## src/rtl/cv3_pkg.sv

```systemverilog
// ----------------------------------------------------------------------------
// cv3_pkg
// Shared types, widths and constants of the 3x3 pixel stream convolver.
// ----------------------------------------------------------------------------
package cv3_pkg;

	localparam int DEF_MAX_WIDTH   = 1024;
	localparam int DEF_MAX_HEIGHT  = 1024;
	localparam int DEF_COEFF_BITS  = 16;

	localparam int PIXEL_BITS      = 8;
	localparam int KERNEL_SIZE     = 3;
	localparam int TAPS            = KERNEL_SIZE * KERNEL_SIZE;
	localparam int SLOT_BITS       = 16;
	localparam int FRAC_BITS       = 8;
	localparam int CFG_DIM_BITS    = 11;
	localparam int KERNEL_ROW_BITS = SLOT_BITS * KERNEL_SIZE;
	localparam int CFG_DATA_BITS   = KERNEL_ROW_BITS;
	localparam int CFG_INDEX_BITS  = 3;

	typedef logic [PIXEL_BITS-1:0] pixel_t;
	typedef pixel_t [TAPS-1:0] window_t;
	typedef logic [KERNEL_ROW_BITS-1:0] kernel_row_t;
	typedef kernel_row_t [KERNEL_SIZE-1:0] kernel_t;

	localparam pixel_t PIXEL_MAX = 8'd255;

	localparam logic [CFG_DIM_BITS-1:0] RST_FRAME_WIDTH  = 11'd640;
	localparam logic [CFG_DIM_BITS-1:0] RST_FRAME_HEIGHT = 11'd480;
	localparam kernel_row_t RST_KERNEL_TOP    = 48'h0;
	localparam kernel_row_t RST_KERNEL_MID    = 48'h0000_0100_0000;
	localparam kernel_row_t RST_KERNEL_BOTTOM = 48'h0;

	typedef enum logic [0:0] {
		OP_PIXEL = 1'b0,
		OP_DRAIN = 1'b1
	} op_t;

	typedef enum logic [CFG_INDEX_BITS-1:0] {
		REG_FRAME_WIDTH   = 3'd0,
		REG_FRAME_HEIGHT  = 3'd1,
		REG_KERNEL_TOP    = 3'd2,
		REG_KERNEL_MID    = 3'd3,
		REG_KERNEL_BOTTOM = 3'd4
	} cfg_reg_t;

endpackage

```

## src/rtl/cv3_mac.sv

```systemverilog
// ----------------------------------------------------------------------------
// cv3_mac
// Nine registered tap products of the flipped kernel, then the sum,
// truncation of the fraction and clamp to 0..255.
// ----------------------------------------------------------------------------
module cv3_mac import cv3_pkg::*; #(
	parameter int COEFF_BITS = DEF_COEFF_BITS
) (
	input  logic    clk,
	input  logic    load,
	input  window_t win,
	input  kernel_t kern,
	output pixel_t  result
);

	localparam int PROD_W = COEFF_BITS + PIXEL_BITS + 1;
	localparam int SUM_W  = PROD_W + 4;
	localparam int SH_W   = SUM_W - FRAC_BITS;

	logic signed [PROD_W-1:0] wt_ext [TAPS];
	logic signed [PROD_W-1:0] px_ext [TAPS];
	logic signed [PROD_W-1:0] prod_s2 [TAPS];
	logic signed [SUM_W-1:0]  acc;
	logic        [SH_W-1:0]   sh;

	// tap (i,j) meets the pixel mirrored through the window centre
	always_comb begin
		for (int i = 0; i < KERNEL_SIZE; i++) begin
			for (int j = 0; j < KERNEL_SIZE; j++) begin
				wt_ext[i*KERNEL_SIZE+j] =
					PROD_W'($signed(kern[i][SLOT_BITS*j +: COEFF_BITS]));
				px_ext[i*KERNEL_SIZE+j] = PROD_W'(
					win[(KERNEL_SIZE-1-i)*KERNEL_SIZE + (KERNEL_SIZE-1-j)]);
			end
		end
	end

	always_ff @(posedge clk) begin
		if (load) begin
			for (int k = 0; k < TAPS; k++) begin
				prod_s2[k] <= wt_ext[k] * px_ext[k];
			end
		end
	end

	always_comb begin
		acc = '0;
		for (int k = 0; k < TAPS; k++) begin
			acc = acc + SUM_W'(prod_s2[k]);
		end
		sh = acc[SUM_W-1:FRAC_BITS];
		if (acc[SUM_W-1]) begin
			result = '0;
		end else if (|sh[SH_W-1:PIXEL_BITS]) begin
			result = PIXEL_MAX;
		end else begin
			result = sh[PIXEL_BITS-1:0];
		end
	end

endmodule

```

## config.mk

```make
export PLATFORM = sky130hd
export DESIGN_NAME = cv3_mac
export DESIGN_NICKNAME = d
export VERILOG_FILES = /design/src/rtl/cv3_pkg.sv /design/src/rtl/cv3_mac.sv
export SDC_FILE = /design/constraint.sdc
export NUM_CORES = 2
export LEC_CHECK = 0
export ABC_AREA = 0
export BUFFER_PORTS_ARGS = -buffer_cell sky130_fd_sc_hd__buf_2
export CAP_MARGIN = 20
export CELL_PAD_IN_SITES_DETAIL_PLACEMENT = 0
export CELL_PAD_IN_SITES_GLOBAL_PLACEMENT = 1
export CORE_ASPECT_RATIO = 1.75
export CORE_MARGIN = 5
export CORE_UTILIZATION = 50
export CTS_CLUSTER_DIAMETER = 40
export CTS_CLUSTER_SIZE = 8
export DETAILED_ROUTE_END_ITERATION = 10
export GPL_TIMING_DRIVEN = 0
export PLACE_DENSITY = 0.79
export SYNTH_ARGS = -nofsm -noshare
export SYNTH_HDL_FRONTEND = slang
export SYNTH_SLANG_ARGS = --single-unit
```

## constraint.sdc

```tcl
create_clock -name clk -period 14.2 [get_ports clk]
set_clock_uncertainty 0.2 [all_clocks]
set_input_delay 1.42 -clock clk [delete_from_list [all_inputs] [get_ports clk]]
set_output_delay 1.42 -clock clk [all_outputs]
set_load 0.05 [all_outputs]
```

## After elaboration in Yosys (flattened, before gate mapping)

Memories as Yosys holds them, arrays and structs flattened.
Index checks and enable logic that the tools add are counted.

- Equal/unequal tests: 0
- Bitwise logic cells: 0
- Muxes and demuxes: 4
- Multiply operators: 9
- Reductions and logical operators: 1
- Magnitude comparators: 0
- Add/subtract/negate cells: 8
- Div/mod/pow operators: 0
- Shifts and indexed selects: 0

Operators with widths:

| cell | number |
|---|---|
| multiplier 16 x 9 -> 25 bit | 9 |
| adder 29 x 25 -> 29 bit | 4 |
| adder 28 x 25 -> 29 bit | 1 |
| adder 27 x 25 -> 28 bit | 1 |
| adder 26 x 25 -> 27 bit | 1 |
| adder 25 x 25 -> 26 bit | 1 |
| 2-to-1 mux 8 bit | 2 |
| OR reduction 13 bit | 1 |
| 2-to-1 mux 1 bit | 2 |

- Memory bits (writable): 225
- Bits in read-only memories: 0
- Output and inout port bits: 8
- Bits in registers: 0
- Input port bits: 218
- Word-level logic and storage cells: 23
- Memories kept: 1
- Bits in latches: 0

Memories:

| name | words | width | read ports | clocked after memory_dff | write ports | line | RTL |
|---|---|---|---|---|---|---|---|
| prod_s2 | 9 | 25 | 9 | 0 | 9 | cv3_mac.sv:22 | `logic signed [PROD_W-1:0] prod_s2 [TAPS];` |

## Logic depth before layout (Yosys ltp)

An unclocked memory read counts as a cell.

- Word-level depth: 12
- Gate-level depth with buffers: 21
- Mapped depth without buffers: 20

## Worst setup path before layout

No wires, ideal clock.

- Kind: register to output
- From: mem prod_s2[0][24] (netlist name)
- To: out result[0]
- Arrival time: 4.802 ns
- Data required time: 12.580 ns
- Setup slack: 7.778 ns
- Stages on the path, launching flop included: 18
- Cell sequence: edfxtp_1 fa_1 inv_1 fa_1 fa_1 inv_1 fa_1 ha_1 clkbuf_1 a21oi_1 o211ai_1 a211oi_2 o211ai_1 a21oi_1 inv_1 a21oi_1 xnor2_1 o31a_1

RTL lines:

| element | line | RTL |
|---|---|---|
| start: declaration | cv3_mac.sv:22 |  |
| end: declaration | cv3_mac.sv:13 | `output pixel_t result` |

==> impl_results.md <==
* Commonest non-fill, non-tap cells in the layout: inv_1 (1,445), fa_1 (1,095), and2_1 (726)
* Largest net degree at the start of global routing at 126
* Final wirelength at 133 mm
* Grt ovf at 0
* Util after Layout at 54.2%
* Synthesized area at 53,300 um^2
* Die width at 257 um
* Seq cells post-synth at 225
* Post-synth ARST share at 0%
* Initial Util at 50.3%
* Crit-path max FO at 8
* Status: completed
* CP delay by family, top: adder cells
* Row count at 158
* Minimum clock period at 7.76 ns
* RSZ-0062 raised after global routing: false
* Placed instance count at 7,098
* Netlist cell types at 73
* Highest routed layer: met5
* CP Cell Sequence: fa_1 > inv_1 > fa_1 > fa_1 > inv_1 > fa_1 > ha_1 > clkbuf_1 > a21oi_1 > o211ai_1 > a211oi_2 > o211ai_1 > a21oi_1 > inv_1 > a21oi_1 > xnor2_1 > o31a_1 > buf_2
* Critical-path top delay cell: fa_1
* CTS root buffer: clkbuf_16
* Die H at 442 um
* TritonCTS clock tree: done
* Worst Hold Slack at 1.08 ns
* Largest register FFs at 225
* H-Tree Depth at 2
* Clock Path Buffers at 3
* Initial antenna violation count at 9
* Global-route wire length before repair at 218 mm
* Worst EP arrival at 6.14 ns
* CP required at 12.58 ns
* Max_cap viols at 0
* Main synth FF type: edfxtp_1
* Worst setup path class: register to output port
* Post-CTS Setup Bufs at 0
* Final Instance Count excl. Fillers at 7,161
* Slew @ Worst Pin at 0.907 ns
* Number of I/O port buffers at 225
* Maximum clock frequency at 129 MHz
* CTS Buf Count at 40
* Final setup viols at 0
* Sequential area share after synthesis at 12.7%
* Core area at 106,000 um^2
* Crit-path most repeated cell: fa_1
* Largest stage delay on the critical path at 0.57 ns
* Share of layout cells above drive strength 1 at 5.30%
* Met1 Wirelength at 45.1 mm
* Slew margin rel. at 39.5%
* Biggest register: prod_s2
* CTS Hold Bufs at 0
* DRT Pass-1 Iters at 6
* DR vias/cell at 5.19
* WL met3 at 4.21 mm
* Routed via count at 37.2k
* Most common cell after layout, fill and taps aside: inv_1
* Top flop regs: prod_s2 x225
* IO Pins at 226
* Area Overhead vs Synth at 7.76%
* Dpl hpwl at 118 mm
* Syn_area_per_cell at 9.66 um^2
* Syn Inst Count at 5,512
* Clock Sinks at 225
* WP buf/inv at 5
* Nets at 7,569
* Startpoint Class: register
* Wire per inst at 18.6 um
* Final setup TNS at 0 ns
* Synth warnings at 0
* Die area at 113,000 um^2
* Remaining routing DRC violations at 0
* Number of gates resized after cts at 0
* CP endpoint kind: output port
* Final hold vios at 0
* Gp weighted congestion at 0.899
* DR WL met2 at 77.3 mm
* Overall routing resource usage at 24.2%
* Vias in the first global route at 41.7k
* Number of DRC markers in iteration 0 at 1,587
* Mapped Nets at 7,301
* CTS clk-pin slew, worst paths at 0.05 ns
* Fin crit share at 54.7%
* Hold crit path type: primary input to register
* Antenna viol nets, final at 0
* EDFF count, synth at 225
* Fin. max-slew vios at 0
cell families (layout without fill, tap and decap cells):
kind of cell	count (synthesis)	count (layout)	share of synthesized area, %
AO/OA/AOI/OAI	398	398	5.24
adder cells (fa/ha/maj)	1571	1571	52.3
other	0	5	0
flip-flops	225	225	12.7
AND/OR/NAND/NOR	1584	1584	15.5
XOR/XNOR	206	206	3.40
buffers and inverters	1522	1806	10.7
multiplexers	6	6	0.115
metrics by stage:
stage / worst slack, ns / area, um^2
global route: 6.23 / 57400
global placement: 6.69 / 56100
floorplan: 7.78 / 53300
detailed placement: 6.67 / 56100
CTS: 6.49 / 57400
finish: 6.44 / 57400
Yosys cell counts (12+ instances only):
master | number | share of area (%)
a211oi_1 | 20 | 0.28
a21o_1 | 43 | 0.61
a21oi_1 | 112 | 1.1
a31oi_1 | 12 | 0.14
and2_1 | 726 | 8.5
and3_1 | 24 | 0.28
clkbuf_1 | 76 | 0.54
edfxtp_1 | 225 | 13
fa_1 | 1095 | 41
ha_1 | 476 | 11
inv_1 | 1445 | 10
nand2_1 | 515 | 3.6
nand2b_1 | 25 | 0.29
nand3_1 | 53 | 0.50
nor2_1 | 113 | 0.80
nor2b_1 | 26 | 0.31
nor3_1 | 51 | 0.48
o211ai_1 | 16 | 0.23
o21a_1 | 34 | 0.48
o21ai_0 | 49 | 0.46
o31a_1 | 12 | 0.20
or3_1 | 12 | 0.14
xnor2_1 | 161 | 2.6
xor2_1 | 44 | 0.72
path summary, 6_finish.rpt:
kind | startpoint | endpoint | depth (start not counted)
setup / recovery | prod_s2[0][24] | result[0] | 18
hold / removal | kern[112] | prod_s2[3][25] | 2
final cells by class:
cell class | count | area [um^2]
fill | 9674 | 48600
inverter | 1445 | 5420
tap | 1360 | 1700
antenna | 5 | 12.5
clock buffer | 45 | 1060
multi-input combinational | 3765 | 40800
clock inverter | 13 | 191
buffer | 77 | 289
sequential | 225 | 6760
timing repair buffer | 226 | 1160
per-layer routing:
layer  vias to the layer above  global-route usage, %
met1                     19056                   25.3
li1                      17133                      -
met4                         8                   9.69
met3                       260                   2.08
met2                       704                   48.7
met5                         -                      0
Power is not shown: default switching activity piles up to over one toggle a cycle in this logic, so the estimate is an artifact.
