File: config.mk
export PLATFORM = sky130hd
export DESIGN_NAME = cv3_rem_unit
export DESIGN_NICKNAME = d
export VERILOG_FILES = /design/src/rtl/cv3_pkg.sv /design/src/rtl/cv3_rem_unit.sv
export SDC_FILE = /design/constraint.sdc
export NUM_CORES = 1
export LEC_CHECK = 0
export ABC_AREA = 1
export BUFFER_PORTS_ARGS = -buffer_cell sky130_fd_sc_hd__buf_2
export CAP_MARGIN = 20
export CORE_MARGIN = 2
export CORE_UTILIZATION = 30
export CTS_CLUSTER_DIAMETER = 60
export DETAILED_ROUTE_END_ITERATION = 6
export PLACE_DENSITY = 0.55
export SYNTH_ARGS = -nofsm -noshare
export SYNTH_HDL_FRONTEND = slang
export SYNTH_SLANG_ARGS = --single-unit
File: constraint.sdc
create_clock -name clk -period 1.58 [get_ports clk]
set_clock_uncertainty 0.05 [all_clocks]
set_input_delay 0.237 -clock clk [delete_from_list [all_inputs] [get_ports clk]]
set_output_delay 0.237 -clock clk [all_outputs]
set_load 0.01 [all_outputs]
File: src/rtl/cv3_pkg.sv
// ----------------------------------------------------------------------------
// cv3_pkg
// Shared types, widths and constants of the 3x3 pixel stream convolver.
// ----------------------------------------------------------------------------
package cv3_pkg;

	localparam int DEF_MAX_WIDTH   = 1024;
	localparam int DEF_MAX_HEIGHT  = 1024;
	localparam int DEF_COEFF_BITS  = 16;

	localparam int PIXEL_BITS      = 8;
	localparam int KERNEL_SIZE     = 3;
	localparam int TAPS            = KERNEL_SIZE * KERNEL_SIZE;
	localparam int SLOT_BITS       = 16;
	localparam int FRAC_BITS       = 8;
	localparam int CFG_DIM_BITS    = 11;
	localparam int KERNEL_ROW_BITS = SLOT_BITS * KERNEL_SIZE;
	localparam int CFG_DATA_BITS   = KERNEL_ROW_BITS;
	localparam int CFG_INDEX_BITS  = 3;

	typedef logic [PIXEL_BITS-1:0] pixel_t;
	typedef pixel_t [TAPS-1:0] window_t;
	typedef logic [KERNEL_ROW_BITS-1:0] kernel_row_t;
	typedef kernel_row_t [KERNEL_SIZE-1:0] kernel_t;

	localparam pixel_t PIXEL_MAX = 8'd255;

	localparam logic [CFG_DIM_BITS-1:0] RST_FRAME_WIDTH  = 11'd640;
	localparam logic [CFG_DIM_BITS-1:0] RST_FRAME_HEIGHT = 11'd480;
	localparam kernel_row_t RST_KERNEL_TOP    = 48'h0;
	localparam kernel_row_t RST_KERNEL_MID    = 48'h0000_0100_0000;
	localparam kernel_row_t RST_KERNEL_BOTTOM = 48'h0;

	typedef enum logic [0:0] {
		OP_PIXEL = 1'b0,
		OP_DRAIN = 1'b1
	} op_t;

	typedef enum logic [CFG_INDEX_BITS-1:0] {
		REG_FRAME_WIDTH   = 3'd0,
		REG_FRAME_HEIGHT  = 3'd1,
		REG_KERNEL_TOP    = 3'd2,
		REG_KERNEL_MID    = 3'd3,
		REG_KERNEL_BOTTOM = 3'd4
	} cfg_reg_t;

endpackage

File: src/rtl/cv3_rem_unit.sv
// ----------------------------------------------------------------------------
// cv3_rem_unit
// Bit-serial remainder of the pending count by the frame width, one
// dividend bit per cycle. Restarts on every start pulse.
// ----------------------------------------------------------------------------
module cv3_rem_unit import cv3_pkg::*; #(
	parameter int MAX_WIDTH = DEF_MAX_WIDTH
) (
	input  logic                             clk,
	input  logic                             arst_n,
	input  logic                             start,
	input  logic [$clog2(MAX_WIDTH+3)-1:0]   dividend,
	input  logic [$clog2(MAX_WIDTH+1)-1:0]   divisor,
	output logic                             busy,
	output logic                             done,
	output logic [$clog2(MAX_WIDTH)-1:0]     rem
);

	localparam int CW    = $clog2(MAX_WIDTH);
	localparam int PW    = $clog2(MAX_WIDTH + 3);
	localparam int CNT_W = $clog2(PW);

	logic             busy_q;
	logic             done_q;
	logic [CNT_W-1:0] cnt_q;
	logic [PW-1:0]    dsh_q;
	logic [CW-1:0]    rem_q;
	logic [CW:0]      r2;
	logic [CW:0]      rn;

	always_comb begin
		r2 = {rem_q, dsh_q[PW-1]};
		if (r2 >= (CW+1)'(divisor)) begin
			rn = r2 - (CW+1)'(divisor);
		end else begin
			rn = r2;
		end
	end

	always_ff @(posedge clk or negedge arst_n) begin
		if (!arst_n) begin
			busy_q <= 1'b1;
			done_q <= 1'b0;
			cnt_q  <= '0;
			dsh_q  <= '0;
			rem_q  <= '0;
		end else if (start) begin
			busy_q <= 1'b1;
			done_q <= 1'b0;
			cnt_q  <= '0;
			dsh_q  <= dividend;
			rem_q  <= '0;
		end else if (busy_q) begin
			rem_q <= CW'(rn);
			dsh_q <= dsh_q << 1;
			cnt_q <= cnt_q + CNT_W'(1);
			if (cnt_q == CNT_W'(PW - 1)) begin
				busy_q <= 1'b0;
				done_q <= 1'b1;
			end
		end else begin
			done_q <= 1'b0;
		end
	end

	assign busy = busy_q | done_q;
	assign done = done_q;
	assign rem  = rem_q;

endmodule

* Word level (Yosys, flattened, before mapping)
Cells that the tools add are included.
** Storage, ports and cells
- Bits in registers :: 27
- Output and inout bits :: 12
- Input port bits :: 25
** Operators by class
- Add/sub/neg operators :: 2
- Reduce and logical (&&, ||, !) cells :: 1
- Bitwise operators :: 1
- Multiplexer cells :: 13
- Order comparisons :: 1
- Equal/unequal tests :: 2
** Operators by type and width (number)
- 2-to-1 mux 10 bit :: 3
- 2-to-1 mux 11 bit :: 2
- >= comparator 11 bit :: 1
- subtractor 10 bit :: 1
- 2-to-1 mux 4 bit :: 2
- 2-to-1 mux 1 bit :: 6
- adder 4 x 1 -> 4 bit (second input constant) :: 1
- == test 4 bit (second input constant) :: 1
- inequality test 3 x 2 -> 1 bit (second input constant) :: 1
- nonzero test 2 bit :: 1
- bitwise OR 1 bit :: 1

* Logic depth before layout (Yosys ltp)
Gate-level depths: netlist (run 1).
- Depth in word-level cells :: 4
- Gate-level depth with buffers :: 14

* Worst setup path before layout (run 1)
No wires, ideal clock.
- Kind :: flip-flop to flip-flop
- From :: reg rem_q[8], in the netlist rem[8]
- To :: reg rem_q[9], in the netlist rem[9]
- Buffers on the path :: 1
- Cell stages (with the launch flop) :: 13
- Data required time :: 1414 ps
- Period minus slack after synthesis :: 1718 ps
- Slack :: -138 ps
- Data arrival time :: 1552 ps
- Path through :: dfrtp_1 > ha_1 > nand2_1 > inv_1 > a21oi_1 > nand2_1 > nor2_1 > buf_4 > nand3_2 > nand2_1 > inv_1 > nand2_1 > nand2_1
** On the way
- Cells in the longest elaborated chain, start to end :: 4
- Elaborated cells on any way between the ends :: 5
** RTL lines
- start, declared :: line cv3_rem_unit.sv:27 : logic [CW-1:0] rem_q;
- start signal, assigned :: line cv3_rem_unit.sv:54 : rem_q <= CW'(rn);
- subtractor 10 bit or >= comparator 11 bit (tied branches) :: line cv3_rem_unit.sv:34, cv3_rem_unit.sv:33
- 2-to-1 mux 10 bit * :: line cv3_rem_unit.sv:33 : if (r2 >= (CW+1)'(divisor)) begin
- 2-to-1 mux 10 bit * :: line cv3_rem_unit.sv:53 : end else if (busy_q) begin
- 2-to-1 mux 10 bit * :: line cv3_rem_unit.sv:47 : end else if (start) begin
Mark *: on every way between the ends. The rest lies on a longest branch, timed or not. The select of a mux whose other input is x is not followed.
A chain may end at the register's enable or synchronous reset.

* Worst setup path after layout (run 1)
- From :: reg dsh_q[10]
- To :: reg rem_q[8], in the netlist rem[8]
** On the way
- Cells in the longest elaborated chain, start to end :: 4
- Elaborated cells on any way between the ends :: 5
** RTL lines
- start, declared :: line cv3_rem_unit.sv:26 : logic [PW-1:0] dsh_q;
- start signal, assigned :: line cv3_rem_unit.sv:51 : dsh_q <= dividend;
- start signal, assigned :: line cv3_rem_unit.sv:55 : dsh_q <= dsh_q << 1;
- subtractor 10 bit or >= comparator 11 bit (tied branches) :: line cv3_rem_unit.sv:34, cv3_rem_unit.sv:33
- 2-to-1 mux 10 bit * :: line cv3_rem_unit.sv:33
- 2-to-1 mux 10 bit * :: line cv3_rem_unit.sv:53
- 2-to-1 mux 10 bit * :: line cv3_rem_unit.sv:47
Marks and branches as above.

==> impl_metrics.toml, run 1 <==
[min_path]
hold_start = "dividend[0]"
holdPathStages = 3
hp-class = "input pin to flop"
hold_end = "dsh_q[0]"

[global_route]
top_usage_layer = "met2"
met1_usage = 0.209
grt_pass1_vias = 1888
grt_pass1_wl_um = 8650
met2_usage = 0.252
grt_max_degree = 28
track_usage = 0.150
gr-usage-met3 = 0.0139
grt-ovfl-total = 0
grt_antenna_before_repair = 0

[floorplanning]
dieArea_um2 = 6880
core_area_um2 = 5990
die_h_um = 83.0
num_io_pins = 37
start_util = 0.312
placementRows = 28
die_x_um = 83.0

[layout]
utilization = 0.454
final_cell_mix = "70 x nand2_1, 48 x inv_1, 36 x buf_4, 36 x buf_2, 25 x dfrtp_1"
mostFrequentLayoutCell = "nand2_1"
num-nets-final = 375
final_layout_size_suffix_gt1_frac = 0.379
n_fill_cell = 614
num_antenna_cells = 0
final_cell_area_um2 = 2720
stdcell_count = 410
area_delta_synth_final_pct = 45.3

[timing]
max_slew.worst_pin.slew_ns = 0.628
holdWs_ns = 0.116
slew_violations = 0
fin_crit_sh = 1.11
hold_viol_final = 0
setup_viol = 10
fmaxAchievable_mhz = 568
grt_setup_unrepaired = "yes"
layout_setup_ws_ns = -0.181
relSlewSlack = 0.581
min_period_ns = 1.76

[routing]
drt_iter0_markers = 82
route.detailed.drc = 0
wl_per_cell_um = 12.0
postRouteAntennaNets = 0
vias = 1855
routed_wl_um = 4910
viasPerCell = 4.52
firstDrtPassIters = 4

[placed_design]
port_buffers = 36
dpl.cell_count = 397
place_ws_ns = -0.202
dp_hpwl_um = 3640
placed_area_um2 = 2420
gp_congestion = 0.821

[critical_path]
worstReg2RegStart = "dsh_q[10]"
worst_ep_required_time_ns = 1.70
r2r-end = "rem[8]"
r2r_cells = 11
slowest_delay_ns = 0.42
cpMostUsedCell = "nand2_1"
critical_path.top_delay_family = "adder cells"
cp_cell_sequence = "inv_2 > ha_4 > fa_2 > o21ai_4 > nand2_1 > nand2_1 > nand2_1 > nand2_1 > nand2_1 > nand3_1 > nand2_1"
worst_setup_path_end_kind = "flop"
startpoint_type = "flop"
arrival_ns = 1.88
r2r_slack_ns = -0.18
cp_slowest_cell = "fa_2"
worst-setup-path-type = "flop to flop"
cp.buffers_inverters = 1
path_max_fanout = 3

[yosys]
syn_inst = 261
ys_ff_latch = 27
synth_area_um2 = 1870
yosysWarnings = 0
ys_types = 26
postSynthAreaPerCell_um2 = 7.17
synth_nets = 300
ys_seq_area_frac = 0.362

[outcome]
status = "finished with violations"
violations = "setup timing"

[pwr]
peakVddDrop_v = 0.000609
p_leak_uw = 0.00148
powerDensity_nw_per_um2 = 1450

[clock_tree]
cts_tree = "done"
h-tree-depth = 1
cts_num_sinks = 27
cts_root_buffer = "clkbuf_8"
cts-buffers-inserted = 3
clk_latency_ns = 0.27
clockBufferDepth = 2
cts.clk_slew.worst_paths_ns = 0.09

[run]
maxCapViolCount = 0
-- worst register-to-register path, delay by kind of cell (launching register included) --
kind                     cells  cell delay (ns)
buffers and inverters        1             0.05
AO/OA/AOI/OAI                1             0.20
AND/OR/NAND/NOR              7             0.41
adder cells (fa/ha/maj)      2             0.58
flip-flops                   1             0.35
-- how the worst max path moves through the flow --
stage	depth (start not counted)	slack (ns)	from	to
3_5_place_dp	10	-0.20	rem[6]	rem[9]
5_1_grt	11	-0.29	dsh_q[10]	rem[8]
4_1_cts	12	-0.15	rem[5]	rem[9]
3_3_place_gp	10	-0.21	rem[6]	rem[9]
6_report	11	-0.18	dsh_q[10]	rem[8]
2_1_floorplan	12	-0.08	rem[9]	rem[9]
-- through the flow --
step | power [uW] | setup TNS, ns
6_report | 3930 | -1.24
5_1_grt | 4300 | -2.40
4_1_cts | 3860 | -1.23
3_5_place_dp | 3080 | -1.89
3_3_place_gp | 3070 | -1.92
2_1_floorplan | 2230 | -0.510
-- final cells by class --
class	count	area (um2)	area share
Multi-Input combinational cell	179	1230	0.452
Clock inverter	1	5.00	0.00184
Timing Repair Buffer	75	483	0.178
Clock buffer	3	41.3	0.0152
Sequential cell	27	678	0.250
Inverter	50	188	0.0691
Tap cell	75	93.8	0.0345
-- sequential cells by signal, indices dropped and copies added, names as in the netlist --
name / count
rem: 10
busy_q: 1
done: 1
dsh_q: 11
cnt_q: 4
-- cells by family after synthesis --
family	share of synthesized area
compound gates	0.0943
xor+xnor	0.0140
fa+ha+maj	0.0977
buf+inv	0.118
flops	0.362
simple gates	0.314
-- synthesized netlist by cell type --
cell / instances / area [um2]
nand3_1: 25 / 125
xnor2_1: 2 / 17.5
o221ai_1: 4 / 35.0
clkbuf_1: 1 / 3.75
o21ai_1: 3 / 15.0
nor2_4: 2 / 22.5
buf_6: 1 / 11.3
nand2_1: 83 / 312
dfrtp_1: 26 / 651
o211ai_1: 4 / 30.0
buf_4: 1 / 7.51
inv_1: 50 / 188
o21ai_0: 9 / 45.0
nand2_2: 5 / 31.3
xor2_1: 1 / 8.76
ha_1: 13 / 163
a21o_1: 1 / 7.51
buf_2: 2 / 10.0
nor2_1: 10 / 37.5
a21oi_2: 1 / 8.76
a21oi_1: 7 / 35.0
dfstp_2: 1 / 26.3
nand3_2: 1 / 10.0
fa_1: 1 / 20.0
nand3b_1: 5 / 37.5
nand4_1: 2 / 12.5
-- where the power goes --
group / internal [uW] / leakage (uW) / switching, uW
Clock: 177 / 0.0000255 / 218
Combinational: 1290 / 0.00110 / 1260
Sequential: 833 / 0.000348 / 148
-- metal layers --
metal  vias up  share of wire  wire [um]
met5         -              0          0
met1       846           0.49       2410
li1        967              -          -
met4         0         0.0065         32
met3         4          0.029        143
met2        38           0.47       2320
-- repair_timing --
action,in CTS,in global routing
gates resized for setup,31,10
pin swaps,7,9
hold buffers,1,0
setup buffers,5,2
endpoints found under the setup margin,10,10
gates cloned,1,0
endpoints found under the hold margin,26,0
(Power assumes the default switching activity.)
==> run 2, diff against run 1 <==
--- a/config.mk
+++ b/config.mk
@@ -12,7 +12,7 @@
 export CORE_UTILIZATION = 30
 export CTS_CLUSTER_DIAMETER = 60
 export DETAILED_ROUTE_END_ITERATION = 6
-export PLACE_DENSITY = 0.55
+export PLACE_DENSITY = 0.54
 export SYNTH_ARGS = -nofsm -noshare
 export SYNTH_HDL_FRONTEND = slang
 export SYNTH_SLANG_ARGS = --single-unit
==> constraint.sdc (replaced) <==
create_clock -name clk -period 1.65 [get_ports clk]
set_clock_uncertainty 0.05 [all_clocks]
set_input_delay 0.2475 -clock clk [delete_from_list [all_inputs] [get_ports clk]]
set_output_delay 0.2475 -clock clk [all_outputs]
set_load 0.01 [all_outputs]
==> impl_metrics.toml, run 2 (synthesis results as in run 1) <==
[global_route]
track_usage = 0.145
top_usage_layer = "met2"
grt_pass1_vias = 1837
grt_pass1_wl_um = 8470
grt_max_degree = 28
met2_usage = 0.254
gr-usage-met3 = 0.0258
met1_usage = 0.192
grt-ovfl-total = 0
grt_antenna_before_repair = 0

[timing]
grt_setup_unrepaired = "yes"
hold_viol_final = 0
fin_tns_setup_ns = -0.629
layout_setup_ws_ns = -0.0837
max_slew.worst_pin.slew_ns = 0.635
min_period_ns = 1.73
fin_crit_sh = 1.05
setup_viol = 10
fmaxAchievable_mhz = 577
slew_violations = 0
relSlewSlack = 0.577

[pwr]
p_leak_uw = 0.00151
p_total_uw = 3850
intPower_uw = 2230
powerDensity_nw_per_um2 = 1380
p_comb_frac = 0.650
peakVddDrop_v = 0.000605
sequentialPowerShare = 0.239
power_switching_uw = 1620
p_clk_frac = 0.112
power_switching_share = 0.420

[critical_path]
path_max_fanout = 10
slowest_delay_ns = 0.45
worst_ep_required_time_ns = 1.77
crit_start = "rem[0]"
startpoint_type = "flop"
cp_cell_sequence = "ha_4 > nand3_1 > nand2_2 > nand2_2 > nand2_2 > nand2_4 > nand2_4 > nand2_1 > nand3_2 > o21ai_1"
r2r_slack_ns = -0.08
worstReg2RegStart = "rem[0]"
r2r_cells = 10
critical_path.top_delay_family = "simple AND/OR/NAND/NOR gates"
cpMostUsedCell = "nand2_2"
worst-setup-path-type = "flop to flop"
cp.buffers_inverters = 0
cp_slowest_cell = "dfrtp_1"
arrival_ns = 1.86
worst_setup_path_end_kind = "flop"
r2r-end = "rem[3]"

[layout]
num-nets-final = 377
largest_reg_flops = 11
largest_register = "dsh_q"
multi_input_area_um2 = 1260
area_delta_synth_final_pct = 48.6
final_cell_mix = "74 x nand2_1, 48 x inv_1, 36 x buf_2, 36 x buf_4, 26 x dfrtp_1"
final_layout_size_suffix_gt1_frac = 0.401
regArea_um2 = 677
mostFrequentLayoutCell = "nand2_1"
num_antenna_cells = 0
n_fill_cell = 613
stdcell_count = 412
utilization = 0.464

[clock_tree]
cts_root_buffer = "clkbuf_8"
cts_num_sinks = 27
cts.clk_slew.worst_paths_ns = 0.12
clockBufferDepth = 2
clk_latency_ns = 0.29
h-tree-depth = 1
cts_tree = "done"
cts-buffers-inserted = 3

[routing]
route.detailed.drc = 0
drt_iter0_markers = 99
postRouteAntennaNets = 0
firstDrtPassIters = 4
wl_per_cell_um = 12.3
viasPerCell = 4.55
routed_wl_um = 5080
vias = 1874

[floorplanning]
start_util = 0.312
dieArea_um2 = 6880
die_h_um = 83.0
core_area_um2 = 5990
placementRows = 28
num_io_pins = 37
die_x_um = 83.0

[placed_design]
dpl.cell_count = 398
gp_congestion = 0.870
dp_hpwl_um = 3630
port_buffers = 36

[min_path]
hold_end = "dsh_q[1]"
holdPathStages = 3
hp-class = "input pin to flop"
hold_start = "dividend[1]"

[outcome]
status = "finished with violations"
violations = "setup timing"

[run]
maxCapViolCount = 0
==> run 2: layout make-up <==
type / instances / area share
multi-input combinational: 179 / 0.452
timing repair buffer: 77 / 0.185
tap: 75 / 0.0338
inverter: 50 / 0.0675
sequential: 27 / 0.244
clock buffer: 3 / 0.0149
clock inverter: 1 / 0.00315
==> run 2: worst min-delay path, stage by stage <==
cell	delay (ns)
buf_2	0.07
nand2_1	0.04
o221ai_1	0.05
==> run 2: worst max-delay path by stage <==
stage,end,slack [ns],depth (start not counted)
3_5_place_dp,rem[4],-0.16,12
6_report,rem[3],-0.08,10
2_1_floorplan,rem[9],-0.006,12
3_3_place_gp,rem[1],-0.14,12
5_1_grt,rem[3],-0.20,10
4_1_cts,rem[2],-0.10,10
==> run 2: per-stage QoR <==
step	cell area, um2	setup WS [ns]	hold WS, ns
floorplan	1960	-0.00600	-0.0981
global placement	2440	-0.142	0.268
detailed placement	2440	-0.162	0.267
CTS	2630	-0.103	0.110
global route	2780	-0.197	0.118
finish	2780	-0.0837	0.119
==> run 2: metal layers <==
layer  vias to the layer above  part of all wire  routed length [um]
met5                         -                 0                   0
met4                         0            0.0067                  34
met2                        39              0.50                2550
met1                       856              0.46                2340
met3                         4             0.030                 154
li1                        975                 -                   -
==> run 2: timing repair <==
item | 4_1_cts | 5_1_grt
gates resized for setup | 25 | 22
pin swaps | 19 | 8
hold endpoints to repair | 26 | 0
endpoints found under the setup margin | 10 | 10
buffers inserted | 2 | 7
hold buffers | 1 | 0
==> run 2: power groups by stage <==
stage / clock network, uW / logic (uW) / registers [uW]
2_1_floorplan: 0 / 1160 / 978
3_3_place_gp: 0 / 2030 / 909
3_5_place_dp: 0 / 2030 / 913
4_1_cts: 450 / 2250 / 912
5_1_grt: 475 / 2760 / 936
6_report: 431 / 2500 / 917
